==> src/hw/rtl/bfst_pkg.sv <==
// Shared constants, command codes and control structs of the shortest-tour block.
package bfst_pkg;

    localparam int MAX_CITY_COUNT = 11;
    localparam int CITY_IDX_W     = $clog2(MAX_CITY_COUNT);
    localparam int CNT_W          = $clog2(MAX_CITY_COUNT + 1);
    localparam int COORD_W        = 20;
    localparam int SQ_W           = 2 * COORD_W + 1;
    localparam int LEG_W          = COORD_W + 1;
    localparam int SQRT_STEPS     = COORD_W + 1;
    localparam int STEP_W         = $clog2(SQRT_STEPS);
    localparam int SUM_W          = 25;
    localparam int LEN_W          = 24;
    localparam int LEG_ADDR_W     = 2 * CITY_IDX_W;
    localparam int OP_W           = 5;

    localparam logic [OP_W-1:0] OP_NONE     = 5'd0;
    localparam logic [OP_W-1:0] OP_LOAD     = 5'd1;
    localparam logic [OP_W-1:0] OP_ERR      = 5'd2;
    localparam logic [OP_W-1:0] OP_START    = 5'd3;
    localparam logic [OP_W-1:0] OP_PAIR_RD  = 5'd4;
    localparam logic [OP_W-1:0] OP_PAIR_DIF = 5'd5;
    localparam logic [OP_W-1:0] OP_PAIR_SQ  = 5'd6;
    localparam logic [OP_W-1:0] OP_SQRT_INI = 5'd7;
    localparam logic [OP_W-1:0] OP_SQRT_STP = 5'd8;
    localparam logic [OP_W-1:0] OP_LEG_WR   = 5'd9;
    localparam logic [OP_W-1:0] OP_SRCH_INI = 5'd10;
    localparam logic [OP_W-1:0] OP_ENTER    = 5'd11;
    localparam logic [OP_W-1:0] OP_CLOSE_RD = 5'd12;
    localparam logic [OP_W-1:0] OP_CLOSE    = 5'd13;
    localparam logic [OP_W-1:0] OP_LOOP     = 5'd14;
    localparam logic [OP_W-1:0] OP_DESC     = 5'd15;
    localparam logic [OP_W-1:0] OP_RET      = 5'd16;
    localparam logic [OP_W-1:0] OP_UNDO     = 5'd17;
    localparam logic [OP_W-1:0] OP_RESULT   = 5'd18;

    typedef struct packed {
        logic [OP_W-1:0] op;
    } t_dp_cmd;

    typedef struct packed {
        logic n_small;
        logic pair_last;
        logic sqrt_last;
        logic prune;
        logic leaf;
        logic loop_end;
        logic root;
        logic out_busy;
    } t_dp_status;

endpackage

==> src/hw/rtl/bfst_ctrl.sv <==
// Controller: sequences loading, leg table build and the depth-first tour search.
module bfst_ctrl (
    input  logic                 i_clk,
    input  logic                 i_rst_n,
    input  logic                 i_in_fire,
    input  logic                 i_in_last,
    input  bfst_pkg::t_dp_status i_status,
    output bfst_pkg::t_dp_cmd    o_cmd,
    output logic                 o_idle
);

    localparam logic [3:0] ST_IDLE  = 4'd0;
    localparam logic [3:0] ST_PRD   = 4'd1;
    localparam logic [3:0] ST_PDIF  = 4'd2;
    localparam logic [3:0] ST_PSQ   = 4'd3;
    localparam logic [3:0] ST_SQI   = 4'd4;
    localparam logic [3:0] ST_SQS   = 4'd5;
    localparam logic [3:0] ST_LWR   = 4'd6;
    localparam logic [3:0] ST_SINIT = 4'd7;
    localparam logic [3:0] ST_ENTER = 4'd8;
    localparam logic [3:0] ST_CLOSE = 4'd9;
    localparam logic [3:0] ST_LOOP  = 4'd10;
    localparam logic [3:0] ST_DESC  = 4'd11;
    localparam logic [3:0] ST_RET   = 4'd12;
    localparam logic [3:0] ST_UNDO  = 4'd13;
    localparam logic [3:0] ST_DONE  = 4'd14;

    logic [3:0] r_state, n_state;

    always_comb begin
        n_state  = r_state;
        o_cmd.op = bfst_pkg::OP_NONE;
        unique case (r_state)
            ST_IDLE: begin
                if (i_in_fire) begin
                    if (!i_in_last) begin
                        o_cmd.op = bfst_pkg::OP_LOAD;
                    end else if (i_status.n_small) begin
                        o_cmd.op = bfst_pkg::OP_ERR;
                    end else begin
                        o_cmd.op = bfst_pkg::OP_START;
                        n_state  = ST_PRD;
                    end
                end
            end
            ST_PRD: begin
                o_cmd.op = bfst_pkg::OP_PAIR_RD;
                n_state  = ST_PDIF;
            end
            ST_PDIF: begin
                o_cmd.op = bfst_pkg::OP_PAIR_DIF;
                n_state  = ST_PSQ;
            end
            ST_PSQ: begin
                o_cmd.op = bfst_pkg::OP_PAIR_SQ;
                n_state  = ST_SQI;
            end
            ST_SQI: begin
                o_cmd.op = bfst_pkg::OP_SQRT_INI;
                n_state  = ST_SQS;
            end
            ST_SQS: begin
                o_cmd.op = bfst_pkg::OP_SQRT_STP;
                if (i_status.sqrt_last) begin
                    n_state = ST_LWR;
                end
            end
            ST_LWR: begin
                o_cmd.op = bfst_pkg::OP_LEG_WR;
                n_state  = i_status.pair_last ? ST_SINIT : ST_PRD;
            end
            ST_SINIT: begin
                o_cmd.op = bfst_pkg::OP_SRCH_INI;
                n_state  = ST_ENTER;
            end
            ST_ENTER: begin
                if (i_status.prune) begin
                    n_state = ST_RET;
                end else if (i_status.leaf) begin
                    o_cmd.op = bfst_pkg::OP_CLOSE_RD;
                    n_state  = ST_CLOSE;
                end else begin
                    o_cmd.op = bfst_pkg::OP_ENTER;
                    n_state  = ST_LOOP;
                end
            end
            ST_CLOSE: begin
                o_cmd.op = bfst_pkg::OP_CLOSE;
                n_state  = ST_RET;
            end
            ST_LOOP: begin
                if (i_status.loop_end) begin
                    n_state = ST_RET;
                end else begin
                    o_cmd.op = bfst_pkg::OP_LOOP;
                    n_state  = ST_DESC;
                end
            end
            ST_DESC: begin
                o_cmd.op = bfst_pkg::OP_DESC;
                n_state  = ST_ENTER;
            end
            ST_RET: begin
                if (i_status.root) begin
                    n_state = ST_DONE;
                end else begin
                    o_cmd.op = bfst_pkg::OP_RET;
                    n_state  = ST_UNDO;
                end
            end
            ST_UNDO: begin
                o_cmd.op = bfst_pkg::OP_UNDO;
                n_state  = ST_LOOP;
            end
            ST_DONE: begin
                if (!i_status.out_busy) begin
                    o_cmd.op = bfst_pkg::OP_RESULT;
                    n_state  = ST_IDLE;
                end
            end
            default: begin
                n_state = ST_IDLE;
            end
        endcase
    end

    always_ff @(posedge i_clk) begin
        if (!i_rst_n) begin
            r_state <= ST_IDLE;
        end else begin
            r_state <= n_state;
        end
    end

    assign o_idle = (r_state == ST_IDLE);

endmodule

==> config.mk <==
export PLATFORM = sky130hd
export DESIGN_NAME = bfst_ctrl
export DESIGN_NICKNAME = d
export VERILOG_FILES = /design/src/hw/rtl/bfst_pkg.sv /design/src/hw/rtl/bfst_ctrl.sv
export SDC_FILE = /design/constraint.sdc
export NUM_CORES = 1
export LEC_CHECK = 0
export BUFFER_PORTS_ARGS = -buffer_cell sky130_fd_sc_hd__buf_4
export CORE_AREA = 2 2 39 41
export DETAILED_ROUTE_END_ITERATION = 12
export DIE_AREA = 0 0 41 43
export PLACE_DENSITY = 0.73
export SLEW_MARGIN = 20
export SYNTH_ARGS = -nofsm -noshare
export SYNTH_HDL_FRONTEND = slang
export SYNTH_SLANG_ARGS = --single-unit
==> constraint.sdc <==
create_clock -name i_clk -period 2.25 [get_ports i_clk]
set_clock_uncertainty 0.1 [all_clocks]
set_input_delay 0.45 -clock i_clk [delete_from_list [all_inputs] [get_ports i_clk]]
set_output_delay 0.45 -clock i_clk [all_outputs]
set_load 0.005 [all_outputs]
==> metrics.txt <==
sort of element at the start of the critical path register; Synth Flop Type sky130_fd_sc_hd__dfxtp_1; relative area change from synthesis to final layout 25.2%; number of fill cells in the layout 138; total length of routed wires 1610 microns; wire length of the first global-routing pass 2370 microns; Worst Setup Slack post-DPL 337 ps; starting DRC count in detailed routing 36; vias in the first global route 561; starting density of the core 0.434; final instance area 752 sq um; Unique masters post-synth 42; Final Max Tran Viols 0; total power 242 uW; mean cell area of the mapped netlist 7.51 sq um; largest family of logic cells by synthesized area compound AO/OA/AOI/OAI gates; insertion delay of the later-clocked pin in the worst-skew pair 240 ps; post-cts gate resize count 0; H-Tree Depth 1; worst hold slack after final layout 365 ps; diode insertion count for antenna repair 0; mapped cell area 601 sq um; total core area 0.00138 sq mm; worst setup margin 73.7 ps; vias per inst 6.00; half-perimeter wire length after placement 1160 microns; number of buffers added by the clock tree synthesis step 3; relative contribution of sequential cells to total power 0.320; Die Span X 41 microns; power density over cell area 321 mW/mm^2; clk root buf sky130_fd_sc_hd__clkbuf_4; cts hold-fix bufs 0; total number of vias 684; worst stage delay on the critical path 430 ps; overflow left after global routing 0; total negative slack 0 ps; synthesized instance count 80; flip-flop and latch count after synthesis 4; setup-violating endpoint count in the final report 0; fin nets 112; leakage 0.307 nW; weighted congestion reported at the end of routability-driven placement 0.804; biggest fanout along the worst timing path 12; buffer depth of the longest clock path 2; worst slew pin tran 510 ps; CP max stage cell sky130_fd_sc_hd__dfxtp_1; FFs w/ async S/R, synth 0; period utilisation layout 0.967; critical path's most frequent cell sky130_fd_sc_hd__buf_4; net switching power 69.2 uW; remaining max-slew budget at the tightest pin 0.659; switching portion of total power 0.286; antenna-violating nets left 0; CP bufs+invs 2; classification of the worst-slack hold path in2reg; leading registers by flop count r_state x4; post-synthesis share of cell area spent on xor and xnor gates 0.0146; Max rail drop VDD 202 uV; Die Area 0.00176 sq mm; synthesized net count 92; pin count of the biggest net entering global routing 17; setup bufs post-CTS 0; clock tree from TritonCTS done; fraction of final layout cells sized beyond drive strength 1 0.337; share of total power in the clock network 0.377; Max Clk Rate 460 MHz; Max-Cap Viols 0; Port Buffer Count 17; min cycle time layout 2180 ps; multiplexer share of the synthesized area 0; Post-synth EDFFs 0; kind of cell adding the most delay to the critical path flip-flops; run status complete, no violations; crit-path cells buf_4, or3_1, a221oi_2, buf_4; worst path arrival time 1630 ps; arithmetic-cell share of the synthesized area counting full adders, half adders and majority gates 0; row count 14; flip-flop count of the largest register after layout 4; compound-gate portion of the synthesized area 0.394; drc violations 0; crit path capture type output port; combinational fraction of design power 0.303; clock-pin transition on the worst setup and hold timing paths 40 ps; Required @ worst endpoint 1700 ps; router iterations before antenna repair 4; global-route usage over all layers 0.192; Top reg by flops r_state; RSZ-0062 raised after global routing false; portion of the post-synthesis area used by sequential elements 0.133; Ys Warns 0; number of top-level pins 18; worst setup path class reg2out; die outline height 43 microns; Num Clock Sinks 4; post-synthesis simple-gate area fraction 0.333; most common library cell in the layout ignoring fill and taps sky130_fd_sc_hd__buf_4; number of failing hold endpoints at the final stage 0; top library cells by usage in the layout, fill and taps aside sky130_fd_sc_hd__buf_4 (23), sky130_fd_sc_hd__a21oi_1 (10); wire length per cell 14.1 microns; number of antenna violations at the first check in global routing 0; area after detailed placement 729 sq um; cell-internal power 172 uW
## metal layers
| layer | GRT usage | vias to the layer above | wire length (microns) | part of all wire |
|---|---|---|---|---|
| li1 | - | 343 | - | - |
| met2 | 0.300 | 30 | 768 | 0.48 |
| met4 | 0.0600 | 0 | 0 | 0 |
| met3 | 0.0157 | 0 | 100 | 0.062 |
| met1 | 0.267 | 311 | 741 | 0.46 |
| met5 | 0 | - | 0 | 0 |
## path summary, 6_finish.rpt
check,start,to,slack (ps),depth (start not counted)
setup / recovery,r_state[2],o_cmd[0],70,4
hold / removal,i_rst_n,r_state[3],370,2
setup reg to reg,r_state[1],r_state[2],390,6
hold reg to reg,r_state[2],r_state[2],580,2
## power by group through the flow
stage | Clock, mW | Combinational, mW | Sequential (mW)
after floorplan | 0 | 0.0394 | 0.0749
after global routing | 0.0976 | 0.0788 | 0.0773
final | 0.0911 | 0.0733 | 0.0772
after CTS | 0.0911 | 0.0728 | 0.0771
after global placement | 0 | 0.0720 | 0.0782
after detailed placement | 0 | 0.0720 | 0.0783
## area by class of cell
| cell class | count | area (sq um) | share of cell area |
|---|---|---|---|
| clock buffer | 3 | 22.5 | 0.0300 |
| timing repair buffer | 23 | 173 | 0.230 |
| multi-input combinational | 65 | 445 | 0.592 |
| sequential | 4 | 80.1 | 0.106 |
| tap | 16 | 20.0 | 0.0266 |
| inverter | 3 | 11.3 | 0.0150 |
## synth_stat cells (2+ instances only)
cell type,count,share of area
sky130_fd_sc_hd__a211oi_1,2,0.025
sky130_fd_sc_hd__nand2b_1,3,0.031
sky130_fd_sc_hd__buf_4,3,0.037
sky130_fd_sc_hd__nand2_1,4,0.025
sky130_fd_sc_hd__nor2_1,3,0.019
sky130_fd_sc_hd__nand3_1,2,0.017
sky130_fd_sc_hd__dfxtp_1,4,0.13
sky130_fd_sc_hd__a311oi_1,2,0.029
sky130_fd_sc_hd__nand3b_1,4,0.050
sky130_fd_sc_hd__o21ai_1,3,0.025
sky130_fd_sc_hd__o22ai_1,3,0.031
sky130_fd_sc_hd__a21oi_1,10,0.083
sky130_fd_sc_hd__nor2b_1,4,0.042
sky130_fd_sc_hd__inv_1,3,0.019
sky130_fd_sc_hd__buf_2,3,0.025
## cells by family (layout without fill, tap and decap cells)
group | count (synthesis) | count (layout)
xor gates and xnor gates | 1 | 1
and+or+nand+nor | 31 | 31
DFF | 4 | 4
AOI/OAI and AO/OA | 33 | 33
buffers and inverters | 11 | 29
## metrics by stage
stage                      util  std cells
after detailed placement  0.527        111
after global routing      0.543        114
after CTS                 0.543        114
final                     0.543        114
after global placement    0.527        111
after floorplan               -         80
No activity file was read; power rests on OpenSTA's default activity.
